===== config.mk =====
export PLATFORM = sky130hd
export DESIGN_NAME = command_packet_framer
export DESIGN_NICKNAME = d
export VERILOG_FILES = /design/src/rtl/cpf_pkg.sv /design/src/rtl/command_packet_framer.sv /design/src/rtl/cpf_emitter.sv
export SDC_FILE = /design/constraint.sdc
export NUM_CORES = 1
export LEC_CHECK = 0
export BUFFER_PORTS_ARGS = -buffer_cell sky130_fd_sc_hd__buf_4
export CORE_MARGIN = 3
export CORE_UTILIZATION = 59
export DETAILED_ROUTE_END_ITERATION = 6
export HOLD_SLACK_MARGIN = 0.15
export MAX_ROUTING_LAYER = met4
export PLACE_DENSITY = 0.83
export SLEW_MARGIN = 0
export SYNTH_ARGS = -nofsm -noshare
export SYNTH_HDL_FRONTEND = slang
export SYNTH_SLANG_ARGS = --single-unit

===== constraint.sdc =====
create_clock -name clk -period 3.65 [get_ports clk]
set_input_delay 0.1825 -clock clk [delete_from_list [all_inputs] [get_ports clk]]
set_output_delay 0.1825 -clock clk [all_outputs]
set_load 0.01 [all_outputs]

===== src/rtl/cpf_pkg.sv =====
`default_nettype none

package cpf_pkg;

  localparam logic [1:0] KIND_START = 2'd0;
  localparam logic [1:0] KIND_DATA  = 2'd1;
  localparam logic [1:0] KIND_END   = 2'd2;

  localparam logic [1:0] MODE_HDR   = 2'd0;
  localparam logic [1:0] MODE_DATA  = 2'd1;
  localparam logic [1:0] MODE_CKSUM = 2'd2;
  localparam logic [1:0] MODE_PAD   = 2'd3;

  localparam logic [2:0] HDR_STEP_LAST = 3'd6;

  localparam logic [7:0]  HDR_BYTE    = 8'hA0;
  localparam logic [7:0]  CK_BASE     = 8'hAA;
  localparam logic [7:0]  CK_DEFAULT  = 8'h88;
  localparam logic [7:0]  RAW_CMD     = 8'hFF;
  localparam logic [7:0]  PAD_BYTE    = 8'h00;
  localparam logic [15:0] LEN_OUTER   = 16'd4;
  localparam logic [15:0] LEN_INNER   = 16'd1;

  typedef struct packed {
    logic [1:0]  kind;
    logic [7:0]  command_id;
    logic [15:0] payload_length;
    logic        seed_present;
    logic [7:0]  seed_value;
    logic [7:0]  data_value;
  } in_item_t;

  typedef struct packed {
    logic [7:0] out_byte;
    logic       chunk_last;
    logic       run_last;
  } out_item_t;

  typedef struct packed {
    logic [1:0]  mode;
    logic [7:0]  cmd;
    logic [15:0] len4;
    logic [15:0] len1;
    logic [7:0]  hsum;
    logic [7:0]  data;
  } load_t;

endpackage

`default_nettype wire


===== src/rtl/command_packet_framer.sv =====
`default_nettype none

// Command packet framer: frames commands into a byte stream padded to whole
// CHUNK_BYTES-byte chunks. One result byte leaves per cycle through a single
// emitter; a data item sends one byte and can follow back to back, a start
// item in command mode sends the seven header bytes, an end item sends the
// checksum and then padding bytes (up to CHUNK_BYTES-1), or in raw mode only
// the padding, and a raw-mode start or an unused kind is taken with no
// result. The next item is taken in the cycle the emitter sends the last
// byte of the current one; out_ready low holds the emitter and the input.

module command_packet_framer #(
  parameter int CHUNK_BYTES = 64
) (
  input  wire logic               clk,
  input  wire logic               rst,
  input  wire logic               in_valid,
  output      logic               in_ready,
  input  wire cpf_pkg::in_item_t  in_data,
  output      logic               out_valid,
  input  wire logic               out_ready,
  output      cpf_pkg::out_item_t out_data
);

  logic [7:0]     sum;
  logic           raw_mode;
  logic           seed_used;
  logic           length_nonzero;

  logic           accept;
  logic           load_valid;
  logic           load_ready;
  cpf_pkg::load_t load;
  logic [15:0]    len4;
  logic           is_raw_cmd;
  logic [7:0]     ck;

  assign in_ready    = load_ready;
  assign accept      = in_valid && in_ready;
  assign len4        = in_data.payload_length + cpf_pkg::LEN_OUTER;
  assign is_raw_cmd  = (in_data.command_id == cpf_pkg::RAW_CMD);
  assign ck          = (seed_used && length_nonzero) ? cpf_pkg::CK_BASE - sum
                                                     : cpf_pkg::CK_DEFAULT;

  always_comb begin
    load.cmd  = in_data.command_id;
    load.len4 = len4;
    load.len1 = in_data.payload_length + cpf_pkg::LEN_INNER;
    load.hsum = cpf_pkg::HDR_BYTE + len4[7:0] + len4[15:8];
    load.data = in_data.data_value;
    load.mode = cpf_pkg::MODE_DATA;
    load_valid = 1'b0;
    unique case (in_data.kind)
      cpf_pkg::KIND_START: begin
        load.mode  = cpf_pkg::MODE_HDR;
        load_valid = in_valid && !is_raw_cmd;
      end
      cpf_pkg::KIND_DATA: begin
        load.mode  = cpf_pkg::MODE_DATA;
        load_valid = in_valid;
      end
      cpf_pkg::KIND_END: begin
        load.mode  = raw_mode ? cpf_pkg::MODE_PAD : cpf_pkg::MODE_CKSUM;
        load.data  = ck;
        load_valid = in_valid;
      end
      default: begin
        load_valid = 1'b0;
      end
    endcase
  end

  always_ff @(posedge clk) begin
    if (rst) begin
      sum            <= '0;
      raw_mode       <= 1'b0;
      seed_used      <= 1'b0;
      length_nonzero <= 1'b0;
    end else if (accept) begin
      if (in_data.kind == cpf_pkg::KIND_START) begin
        raw_mode       <= is_raw_cmd;
        seed_used      <= in_data.seed_present;
        length_nonzero <= (in_data.payload_length != '0);
        sum            <= in_data.seed_value;
      end else if (in_data.kind == cpf_pkg::KIND_DATA) begin
        sum <= sum + in_data.data_value;
      end
    end
  end

  cpf_emitter #(
    .CHUNK_BYTES(CHUNK_BYTES)
  ) u_emitter (
    .clk        (clk),
    .rst        (rst),
    .load_valid (load_valid),
    .load_ready (load_ready),
    .load       (load),
    .out_valid  (out_valid),
    .out_ready  (out_ready),
    .out_data   (out_data)
  );

endmodule

`default_nettype wire


===== src/rtl/cpf_emitter.sv =====
`default_nettype none

module cpf_emitter #(
  parameter int CHUNK_BYTES = 64
) (
  input  wire logic              clk,
  input  wire logic              rst,
  input  wire logic              load_valid,
  output      logic              load_ready,
  input  wire cpf_pkg::load_t    load,
  output      logic              out_valid,
  input  wire logic              out_ready,
  output      cpf_pkg::out_item_t out_data
);

  localparam int OFF_W = $clog2(CHUNK_BYTES);
  localparam logic [OFF_W-1:0] OFF_LAST = OFF_W'(CHUNK_BYTES - 1);

  logic             busy;
  logic [1:0]       mode;
  logic [2:0]       step;
  cpf_pkg::load_t   cur;
  logic [OFF_W-1:0] offset;

  logic             slot_free;
  logic             skip;
  logic             fire;
  logic             wrap;
  logic             last_byte;
  logic             done;
  logic [7:0]       byte_sel;

  assign slot_free  = !out_valid || out_ready;
  assign skip       = busy && (mode == cpf_pkg::MODE_PAD) && (offset == '0);
  assign fire       = busy && slot_free && !skip;
  assign wrap       = (offset == OFF_LAST);
  assign done       = skip || (fire && last_byte);
  assign load_ready = !busy || done;

  always_comb begin
    byte_sel  = cpf_pkg::PAD_BYTE;
    last_byte = wrap;
    unique case (mode)
      cpf_pkg::MODE_HDR: begin
        last_byte = (step == cpf_pkg::HDR_STEP_LAST);
        unique case (step)
          3'd0:    byte_sel = cpf_pkg::HDR_BYTE;
          3'd1:    byte_sel = cur.len4[7:0];
          3'd2:    byte_sel = cur.len4[15:8];
          3'd3:    byte_sel = cur.hsum;
          3'd4:    byte_sel = cur.cmd;
          3'd5:    byte_sel = cur.len1[7:0];
          default: byte_sel = cur.len1[15:8];
        endcase
      end
      cpf_pkg::MODE_DATA: begin
        byte_sel  = cur.data;
        last_byte = 1'b1;
      end
      cpf_pkg::MODE_CKSUM: begin
        byte_sel = cur.data;
      end
      default: begin
        byte_sel = cpf_pkg::PAD_BYTE;
      end
    endcase
  end

  always_ff @(posedge clk) begin
    if (fire) begin
      out_data.out_byte   <= byte_sel;
      out_data.chunk_last <= wrap;
      out_data.run_last   <= last_byte;
    end
    if (load_valid && load_ready) begin
      cur <= load;
    end
  end

  always_ff @(posedge clk) begin
    if (rst) begin
      busy      <= 1'b0;
      mode      <= cpf_pkg::MODE_DATA;
      step      <= '0;
      offset    <= '0;
      out_valid <= 1'b0;
    end else begin
      if (fire) begin
        out_valid <= 1'b1;
        offset    <= wrap ? '0 : offset + OFF_W'(1);
      end else if (out_ready) begin
        out_valid <= 1'b0;
      end
      if (load_valid && load_ready) begin
        busy <= 1'b1;
        mode <= load.mode;
        step <= '0;
      end else begin
        if (done) begin
          busy <= 1'b0;
        end else if (fire) begin
          if (mode == cpf_pkg::MODE_CKSUM) begin
            mode <= cpf_pkg::MODE_PAD;
          end
          step <= step + 3'd1;
        end
      end
    end
  end

endmodule

`default_nettype wire

After elaboration in Yosys (flattened, before gate mapping) --
Index checks and enable logic that the tools add are counted.
Word-level totals: logic and storage cells 92, register bits after elaboration 90, output and inout port bits 12
Cells by class: bitwise gates (word level) 1, mux-type cells 19, eq/ne operators 14, add/subtract/negate cells 8, reduce and logical (&&, ||, !) cells 33
Operators by type and width (number):
- 8-bit case mux with 6 select lines | 1
- 8-bit 2-to-1 mux | 4
- 16-bit by 1-bit adder with 16-bit output, second input constant | 1
- 16-bit by 3-bit adder with 16-bit output, second input constant | 1
- 8-bit adder | 2
- 8-bit case mux with 2 select lines | 1
- 16-bit nonzero test | 1
- 2-bit nonzero test | 5
- 3-bit == test, second input constant | 3
- 1-bit logical AND | 9
- 8-bit adder, first input constant | 1
- 8-bit == test, second input constant | 1
- 2-bit 2-to-1 mux | 4
- 8-bit subtractor, first input constant | 1
- 6-bit by 1-bit adder with 6-bit output, second input constant | 1
- 2-bit == test, second input constant | 3
- 3-bit by 2-bit == test with 1-bit output, second input constant | 2
- 6-bit == test, second input constant | 1
- 6-bit zero test | 1
- 6-bit 2-to-1 mux | 1
- 2-bit AND reduction | 3
- 2-bit OR reduction | 3
- 1-bit 2-to-1 mux | 5
- 2-bit by 1-bit == test with 1-bit output, second input constant | 2
- other kinds (11) | 18

Longest topological paths before layout --
Gate-level depths: netlist of run 1.
depth in word-level cells 11, mapped depth 14

Cells and area by module --
Synthesis of run 1 repeated with hierarchy kept, for this count alone.
Unflattened totals: cell total of the unflattened synthesis 508, area, all modules 5302.6 um2
By module, submodules not included:
- cpf_emitter | area each 3269.4 um2, times used 1, cells each 232
- command_packet_framer | area each 2033.2 um2, times used 1, cells each 276

Worst setup path before layout of run 1 --
Ideal clock, no wire load.
path kind input to register, start input in_data[19] (netlist bit), end register u_emitter.cur[15] (netlist bit), data pin, data required time 3.390 ns, library setup time 0.260 ns, arrival time 2.546 ns, slack 0.844 ns, cell stages on the path 13, path through ha_1 -> and3_1 -> and3_1 -> and3_1 -> xor2_1 -> ha_1 -> fa_1 -> a21oi_1 -> nor2_1 -> nor2_1 -> o21bai_1 -> a21oi_1 -> xnor2_1
RTL lines:
- from (decl) | RTL line command_packet_framer.sv:19 | input wire cpf_pkg::in_item_t in_data,
- to (signal assigned) | RTL line cpf_emitter.sv:76 | cur <= load;
- to (decl) | RTL line cpf_emitter.sv:22 | cpf_pkg::load_t cur;

Worst setup path in the final report of run 1 --
start register u_emitter.step[1], end register u_emitter.mode[1]
Between the ends: cells in the longest elaborated chain, start to end 8, elaborated cells on any way between the ends 11, those cells by class 2 x eq/ne; 2 x mux; 7 x reduce/logical
RTL lines:
- from (decl) | RTL line cpf_emitter.sv:21 | logic [2:0] step;
- from (signal assigned) | RTL line cpf_emitter.sv:105 | step <= step + 3'd1;
- 3-bit == test * | RTL line cpf_emitter.sv:45 | last_byte = (step == cpf_pkg::HDR_STEP_LAST);
- 1-bit case mux with 2 select lines * | RTL line cpf_emitter.sv:43 | unique case (mode)
- named net u_emitter.last_byte | RTL line cpf_emitter.sv:29 | logic last_byte;
- 1-bit logical AND * | RTL line cpf_emitter.sv:37 | assign done = skip || (fire && last_byte);
- 1-bit logical OR * | RTL line cpf_emitter.sv:37
- 1-bit logical OR | RTL line cpf_emitter.sv:38 | assign load_ready = !busy || done;
- 1-bit logical AND | RTL line cpf_emitter.sv:94 | if (load_valid && load_ready) begin
- 2-bit != test (no line) or 2-bit nonzero test (tied branches)
- 3-bit AND reduction (no line)
- to (signal assigned) | RTL line cpf_emitter.sv:83 | mode <= cpf_pkg::MODE_DATA;
- to (signal assigned) | RTL line cpf_emitter.sv:96 | mode <= load.mode;
- to (signal assigned) | RTL line cpf_emitter.sv:103 | mode <= cpf_pkg::MODE_PAD;
- to (decl) | RTL line cpf_emitter.sv:20 | logic [1:0] mode;
The timed path passes the listed nets; every way through them passes the cells marked *. A chain may end at the register's enable or synchronous reset.

==> out/metrics.cfg, run 1 <==
[status]
status = finished clean

[routing]
wl_met3_um = 576
met2_length_um = 5650
vias = 3820
totalWireLength_um = 11400
avgRoutedWirePerCell_um = 17.6
drtAntennaViolNets = 0
met1_length_um = 4930
firstDrtPassIters = 5
route.detailed.drc = 0
routed.top_layer = met4
dr.first_iter.drc_count = 220
via_per_inst = 5.91

[die]
die_area_um2 = 9780
start_util = 0.614
rows = 33
die_y_um = 98.9
io_pins = 59
die_x_um = 98.9
core-area_um2 = 8300

[sta]
rsz0062_at_grt = false
fin_crit_sh = 0.769
worst_slack_ns = 0.843
worst_pin_slew_ns = 0.666
finalHoldViolCount = 0
finalSetupTns_ns = 0
period_minus_slack_ns = 2.81
relSlewSlack = 0.555
finClkSkew_ns = 0.00854
setup_viol = 0
fmax_mhz = 356
maxSlewViolCount = 0

[grt]
grt_max_degree = 52
grt_use_total = 0.247
overflow = 0
antenna_found_initial = 0
first_global_vias = 3818
grt_pass1_wl_um = 18500

[logic_synthesis]
synth_most_common_cell = edfxtp_1
ys_types = 54
async_flop_share = 0
syn_nets = 566
synth_top_area_share = 0.389
synth_top_cell_by_area = edfxtp_1
yosys-top-cells-area = edfxtp_1 39%, ha_1 10%, dfxtp_1 9.4%, xnor2_1 4.6%, a21oi_1 3.8%
synth_seq_cells = 90
syn_inst = 476
synth_common_cells = 66 x edfxtp_1, 51 x nor2_1, 41 x ha_1
yosys_warnings = 0
synthFlopType = edfxtp_1
ys_seq_area_frac = 0.483
synth_edf_count = 66
avgSynthCellArea_um2 = 10.7
syn_area_um2 = 5090

[pwr]
irDropWorstVdd_uv = 263
p_per_area_nw_per_um2 = 386
p_leak_nw = 2.29
totalPowerFinal_mw = 2.27

[job]
drv_cap = 0

[clocking]
cts.sinks = 90
worstSkewPairLatency_ns = 0.35
cts_tree = built
cts_setup_buffers = 0
path_clk_slew_ns = 0.08
clockBufferDepth = 2
cts_buffers = 9
h-tree-depth = 3
cts-root-buf = clkbuf_8

[worst_setup_path]
timing.rr.end = u_emitter.mode[1]
rr_startpoint = u_emitter.step[1]
rr_worst_depth = 9
endpoint = u_emitter.mode[1]
worstPathMaxFanout = 51
crit_path_start = u_emitter.step[1]
r2r_slack_ns = 0.84
cp.required_ns = 3.88
start_kind = flop
path_class = reg2reg
end_kind = flop
arrival_ns = 3.04

[final_layout]
multiInputGateArea_um2 = 2380
drive_gt1_frac = 0.157
fin_util = 0.708
nNetsFinal = 626
regArea_um2 = 2460
n_antenna_cell = 0
layout.cells.non_filler = 646
areaGrowthSynthToFinish_pct = 15.4
fillCellCount = 628

[min_path]
hold_start = in_valid
hp-class = in2reg

[placement]
portBuffers = 58
place_ws_ns = 0.503
gp_congestion = 0.937
dp_cells = 616
place.detailed.hpwl_um = 8320

[cells in the final DEF, fill, tap and decap left out, types with 3 or more instances in the layout]
cell           count
nor2_1            51
a211oi_1           8
a21o_1             4
nand3_1            9
nand2_1           25
buf_4             58
a21oi_1           39
o21bai_1           3
a22oi_1            4
a311oi_1           3
edfxtp_1          66
nor2b_1            4
mux2i_1            8
nand2b_1           3
o21ai_0           12
dlygate4sd3_1     14
inv_1             30
and3_1             7
ha_1              41
xnor2_1           27
xor2_1            20
nand4_1            6
nor3_1             6
clkbuf_8           9
dfxtp_1           24
o22ai_1            6
a221oi_1          14
[worst min-delay path by stage]
stage	endpoint	slack [ns]	cells after the start
after floorplan	u_emitter.step[2]	0.25	1
after global placement	u_emitter.cur[48]	0.37	1
after detailed placement	u_emitter.cur[51]	0.37	1
after CTS	u_emitter.busy	0.15	3
after global routing	u_emitter.busy	0.15	3
final	u_emitter.busy	0.17	3
[worst max-delay path, stage by stage, from the launching register on]
cell and delay (ns):
dfxtp_1 0.59, ha_1 0.48, a31oi_1 0.15, o31a_2 0.19, inv_2 0.10, a21o_4 0.15, and4b_2 0.46, buf_12 0.32
nor2b_1 0.18, nor3_1 0.06
[stage by stage]
stage               instance area (µm²)  hold WS, ns
floorplan                          5090        0.251
global placement                   5550        0.372
detailed placement                 5550        0.373
CTS                                5880        0.154
global route                       5880        0.151
finish                             5880        0.170
[flip-flops by register name, summed over array words and instances (netlist names), 2 cells and up]
name and count:
u_emitter.mode 2, sum 8, u_emitter.cur 56, u_emitter.step 3, u_emitter.out_data 10, u_emitter.offset 6
[metal layers]
layer  vias up  GRT usage
met3        19     0.0573
li1       1838          -
met5         -          -
met2       131      0.402
met4         0     0.0725
met1      1832      0.310
[logic make-up (layout without fill, tap and decap cells)]
logic type	after synthesis	count (layout)	synth area share
AO/OA/AOI/OAI	109	109	0.147
AND/OR/NAND/NOR	123	123	0.114
buffers and inverters	56	121	0.0504
XOR/XNOR	47	47	0.0808
multiplexers	8	8	0.0157
flip-flops	90	90	0.483
adder cells (fa/ha/maj)	43	43	0.109
[power by group]
part / internal (mW) / switching [mW] / leakage, nW
sequential: 1.18 / 0.0367 / 0.812
combinational: 0.184 / 0.220 / 1.39
clock: 0.315 / 0.330 / 0.0893
total: 1.68 / 0.587 / 2.29
[final cells by class]
cell class,instances,share of cell area
clock buffers,11,0.0224
clock inverters,5,0.00937
inverters,32,0.0213
multi-input cells,330,0.404
flip-flops and latches,90,0.419
well taps,105,0.0224
repair buffers,73,0.101
[timing repair]
item                                   in CTS  in global routing
resized for setup                           0                  0
endpoints found under the hold margin      15                  0
hold buffers                               14                  0
Note: power is estimated with default switching activity, not from simulation.
==> run 2, diff against run 1 <==
--- a/config.mk
+++ b/config.mk
@@ -5,13 +5,14 @@
 export SDC_FILE = /design/constraint.sdc
 export NUM_CORES = 1
 export LEC_CHECK = 0
+export ABC_AREA = 1
 export BUFFER_PORTS_ARGS = -buffer_cell sky130_fd_sc_hd__buf_4
 export CORE_MARGIN = 3
-export CORE_UTILIZATION = 59
+export CORE_UTILIZATION = 53
 export DETAILED_ROUTE_END_ITERATION = 6
 export HOLD_SLACK_MARGIN = 0.15
 export MAX_ROUTING_LAYER = met4
-export PLACE_DENSITY = 0.83
+export PLACE_DENSITY = 0.79
 export SLEW_MARGIN = 0
 export SYNTH_ARGS = -nofsm -noshare
 export SYNTH_HDL_FRONTEND = slang
==> constraint.sdc (replaced) <==
create_clock -name clk -period 2.4 [get_ports clk]
set_input_delay 0.12 -clock clk [delete_from_list [all_inputs] [get_ports clk]]
set_output_delay 0.12 -clock clk [all_outputs]
set_load 0.01 [all_outputs]
==> run 2 against run 1 <==
  * Worst hold slack gained 0.013 ns
  * Sequential power increased by 52%
  * Design area rose by 15%
  * Cell count increased by 39%
  * Worst setup slack worse by 0.72 ns
  * Non-clock buffer count is 54 higher
  * Via count increased by 21%
  * Global-route usage shrank 0.29 points
  * Critical path depth grew 8
  * Clock skew rose by 0.0027 ns
  * Synthesized cell count is 33% higher
  * Largest power group unchanged
==> out/metrics.cfg, run 2 <==
[die]
io_pins = 59
die_y_um = 106
start_util = 0.562
die_x_um = 106
core-area_um2 = 9500
die_area_um2 = 11300
rows = 35

[logic_synthesis]
syn_inst = 635
synth_most_common_cell = nand2_1
synth_edf_count = 66
yosys_warnings = 0
async_flop_share = 0
ys_types = 39
syn_nets = 725
synth_top_area_share = 0.371
synth_common_cells = 180 x nand2_1, 84 x inv_1, 66 x edfxtp_1
synth_seq_cells = 90
synthFlopType = edfxtp_1
syn_area_um2 = 5340
ys_seq_area_frac = 0.461
synth_top_cell_by_area = edfxtp_1
avgSynthCellArea_um2 = 8.40
yosys-top-cells-area = edfxtp_1 37%, nand2_1 13%, ha_1 9.6%, dfxtp_1 9.0%, inv_1 5.9%

[pwr]
p_per_area_nw_per_um2 = 534
p_leak_nw = 3.10
irDropWorstVdd_uv = 395

[final_layout]
n_antenna_cell = 0
largest_register_ff_count = 56
final_cell_area_um2 = 6760
layout.cells.non_filler = 897
areaGrowthSynthToFinish_pct = 26.7
largestRegisters = u_emitter.cur: 56 flops, u_emitter.out_data: 10 flops, sum: 8 flops
regMostFlops = u_emitter.cur
nNetsFinal = 853
fin_util = 0.712
drive_gt1_frac = 0.178
layout_common_cells = 180 x nand2_1, 93 x buf_4, 83 x inv_1
final_common_cell = nand2_1

[worst_setup_path]
crit_top_cell = nand2_1
slowest_stage = ha_1
arrival_ns = 2.39
start_kind = input pin
worstPathMaxFanout = 3
critical_path.top_delay_family = adder cells
timing.critical_path.cells = buf_4, ha_1, nand2_1, nor2_2, buf_4, nand4_1, xor2_2, ha_1, ha_4, a21oi_1, nand2_1, nand2_1, nand2_1, a21oi_2, inv_1, nand2_1, nand2_1
end_kind = flop
path_class = in2reg
cp.required_ns = 2.51
path_buf_inv = 3
critPathMaxStageDelay_ns = 0.35

[placement]
place.detailed.hpwl_um = 10000
dp_cells = 849
placed_area_um2 = 6210
gp_congestion = 0.923
place_ws_ns = -0.306
portBuffers = 58

[clocking]
worstSkewPairLatency_ns = 0.35
cts_buffers = 9
cts.sinks = 90
h-tree-depth = 3
cts-root-buf = clkbuf_8
clockBufferDepth = 2
path_clk_slew_ns = 0.09
cts_tree = built

[status]
status = finished clean

[sta]
worst_slack_ns = 0.120
worst_pin_slew_ns = 0.693
hold_ws_ns = 0.183
fin_crit_sh = 0.950
fmax_mhz = 439
period_minus_slack_ns = 2.28
relSlewSlack = 0.537
finClkSkew_ns = 0.0113
setup_viol = 0
finalHoldViolCount = 0
maxSlewViolCount = 0

[routing]
firstDrtPassIters = 5
dr.first_iter.drc_count = 339
via_per_inst = 5.16
vias = 4625
drtAntennaViolNets = 0
totalWireLength_um = 13000
route.detailed.drc = 0
avgRoutedWirePerCell_um = 14.5

[grt]
grt_max_degree = 28
grt_use_total = 0.244
overflow = 0
grt_pass1_wl_um = 21300
antenna_found_initial = 0
first_global_vias = 4532

[job]
drv_cap = 0

[min_path]
hp-class = in2reg

run 2: cell count changes after synthesis, sizes merged, moves of 11 or more:
cell and change:
nand2 +158, a221oi -14, xnor2 -21, clkbuf -11
nor2 +14, nand3 +29, inv +53
run 2: metrics by stage:
step	TNS, ns	total power, mW
final	0	3.61
after global routing	-0.00609	3.78
after CTS	0	3.60
after detailed placement	-0.602	2.60
after global placement	-0.167	2.57
after floorplan	0	2.30
run 2: routing by layer:
layer | global-route usage | vias up | wire, µm | part of all wire
met5 | - | - | 0 | 0
met4 | 0.0601 | 0 | 168 | 0.013
met3 | 0.0322 | 19 | 687 | 0.053
met2 | 0.405 | 136 | 6320 | 0.49
met1 | 0.320 | 2146 | 5820 | 0.45
li1 | - | 2324 | - | -
run 2: final timing paths:
| check | startpoint | endpoint | slack (ns) | cells past startpoint |
|---|---|---|---|---|
| worst max-delay path | in_data[19] | u_emitter.cur[15] | 0.12 | 17 |
| worst min-delay path | in_data[20] | u_emitter.cur[19] | 0.18 | 3 |
| worst max register to register | u_emitter.mode[0] | u_emitter.cur[41] | 0.30 | 9 |
| worst min register to register | seed_used | seed_used | 0.47 | 2 |
run 2: cell type report:
| type | count | area [µm²] |
|---|---|---|
| clock buffer | 11 | 153 |
| clock inverter | 5 | 33.8 |
| fill | 728 | 2740 |
| inverter | 85 | 323 |
| multi-input combinational | 450 | 2570 |
| sequential | 90 | 2460 |
| tap | 129 | 161 |
| timing repair buffer | 127 | 1060 |
run 2: repair_timing:
| item | CTS | global route |
|---|---|---|
| setup buffers | 0 | 0 |
| hold buffers | 32 | 0 |
| setup endpoints to repair | 0 | 1 |
| resized for setup | 0 | 7 |
| hold endpoints to repair | 34 | 0 |
run 2: where the power goes:
part / total [mW] / switching [mW] / internal [mW]
clock: 0.982 / 0.538 / 0.444
combinational: 0.768 / 0.423 / 0.345
sequential: 1.86 / 0.0484 / 1.81
total: 3.61 / 1.01 / 2.60
run 2: tightest hold or removal path: cells and delay by family:
| kind | cells | cell delay, ns |
|---|---|---|
| buffers and inverters | 2 | 0.20 |
| xor gates and xnor gates | 1 | 0.05 |
run 2: cell families (layout without fill, tap and decap cells):
kind of cell | after synthesis | count (layout) | share of synthesized area
AND/OR/NAND/NOR | 316 | 316 | 0.257
buffers and inverters | 95 | 228 | 0.0694
flip-flops | 90 | 90 | 0.461
AO/OA/AOI/OAI | 66 | 66 | 0.0680
adder cells (fa/ha/maj) | 43 | 43 | 0.104
XOR/XNOR | 25 | 25 | 0.0410
==> run 3, diff against run 2 <==
--- a/config.mk
+++ b/config.mk
@@ -7,7 +7,6 @@
 export LEC_CHECK = 0
 export ABC_AREA = 1
 export BUFFER_PORTS_ARGS = -buffer_cell sky130_fd_sc_hd__buf_4
-export CORE_MARGIN = 3
 export CORE_UTILIZATION = 53
 export DETAILED_ROUTE_END_ITERATION = 6
 export HOLD_SLACK_MARGIN = 0.15
==> run 3 against run 2 <==
  * Power rose by 5.2%
  * Global-route usage rose by 2.4 points
  * Via count rose by 1.1%
  * Critical path type unchanged
  * Critical endpoint unchanged
  * Highest routed layer unchanged
==> out/metrics.cfg, run 3 (synthesis gave the netlist of run 2 again) <==
[worst_setup_path]
critical_path.top_delay_family = adder cells
path_class = in2reg
crit_top_cell = nand2_1
end_kind = flop
arrival_ns = 2.40
critPathMaxStageDelay_ns = 0.30
cp.required_ns = 2.52
timing.critical_path.cells = buf_4, ha_2, nand2_2, nor2_4, buf_4, nand4_1, xor2_1, ha_1, ha_4, a21oi_1, nand2_1, nand2_1, nand2_1, a21oi_2, inv_1, nand2_1, nand2_1
path_buf_inv = 3
start_kind = input pin
slowest_stage = ha_1
worstPathMaxFanout = 3
rr_worst_depth = 9
cp.depth = 17

[routing]
route.detailed.drc = 0
firstDrtPassIters = 5
wl_met3_um = 831
totalWireLength_um = 12900
met1_length_um = 5590
avgRoutedWirePerCell_um = 14.3
drtAntennaViolNets = 0
via_per_inst = 5.18
routed.top_layer = met4
met2_length_um = 6190
vias = 4675
dr.first_iter.drc_count = 307

[final_layout]
n_antenna_cell = 0
largest_register_ff_count = 56
layout.cells.non_filler = 903
nNetsFinal = 855
areaGrowthSynthToFinish_pct = 27.7
final_common_cell = nand2_1
regMostFlops = u_emitter.cur
drive_gt1_frac = 0.181
largestRegisters = u_emitter.cur: 56 flops, u_emitter.out_data: 10 flops, sum: 8 flops
layout_common_cells = 179 x nand2_1, 95 x buf_4, 83 x inv_1

[job]
drv_cap = 0

[clocking]
clockBufferDepth = 2
cts-root-buf = clkbuf_8
cts.sinks = 90
path_clk_slew_ns = 0.09
h-tree-depth = 3
cts_tree = built
worstSkewPairLatency_ns = 0.36
cts_buffers = 9

[placement]
gp_congestion = 0.933
place.detailed.hpwl_um = 9460
dp_cells = 854
portBuffers = 58

[die]
die_x_um = 102
core-area_um2 = 9770
rows = 36
io_pins = 59
die_y_um = 102
start_util = 0.546
die_area_um2 = 10500

[sta]
setup_viol = 0
relSlewSlack = 0.604
finClkSkew_ns = 0.0103
fin_crit_sh = 0.946
rsz0062_at_grt = false
finalSetupTns_ns = 0
maxSlewViolCount = 0
finalHoldViolCount = 0
fmax_mhz = 440
worst_pin_slew_ns = 0.591
period_minus_slack_ns = 2.27

[pwr]
irDropWorstVdd_uv = 332
p_per_area_nw_per_um2 = 557
p_leak_nw = 3.12

[grt]
grt_max_degree = 28
grt_pass1_wl_um = 20600
antenna_found_initial = 0
overflow = 0
first_global_vias = 4455
grt_use_total = 0.268

[min_path]
holdPathStages = 3
hp-class = in2reg

[status]
status = finished clean

run 3: tightest hold or removal path: cells and delay by family:
kind | cells | cell delay (ns)
xor gates and xnor gates | 1 | 0.05
buffers and inverters | 2 | 0.21
run 3: area by class of cell:
cell class,instances,area (µm²)
Clock buffer,9,124
Clock inverter,7,101
Fill cell,743,2960
Inverter,85,323
Multi-Input combinational cell,450,2560
Sequential cell,90,2460
Tap cell,133,166
Timing Repair Buffer,129,1070
run 3: layer usage:
| layer | up-vias | global-route usage |
|---|---|---|
| li1 | 2337 | - |
| met1 | 2124 | 0.338 |
| met2 | 189 | 0.432 |
| met3 | 25 | 0.0424 |
| met4 | 0 | 0.110 |
| met5 | - | - |
run 3: power breakdown:
part           internal [mW]  total (mW)  switching [mW]
registers               1.81        1.86          0.0491
logic                  0.346       0.768           0.422
clock network          0.598        1.17           0.572
run 3: final timing paths:
kind	startpoint	end	slack, ns
worst max register to register	u_emitter.mode[0]	u_emitter.cur[50]	0.19
worst min-delay path	in_data[20]	u_emitter.cur[19]	0.19
worst max-delay path	in_data[19]	u_emitter.cur[15]	0.13
worst min register to register	u_emitter.offset[0]	u_emitter.offset[0]	0.50
run 3: metrics by stage:
stage,hold WS [ns],area (µm²),setup slack [ns],power (mW),utilization
6_report,0.185,6810,0.129,3.80,0.697
5_1_grt,0.181,6810,0.0218,3.96,0.697
4_1_cts,0.171,6760,0.0538,3.78,0.692
2_1_floorplan,0.189,5360,0.0190,2.30,-
3_3_place_gp,0.310,6220,-0.149,2.56,0.636
3_5_place_dp,0.309,6220,-0.255,2.59,0.636
run 3: repair_timing:
action,in CTS,in global routing
hold endpoints to repair,35,0
buffers inserted,0,1
setup endpoints to repair,0,1
hold buffers,32,0
gates resized for setup,0,7
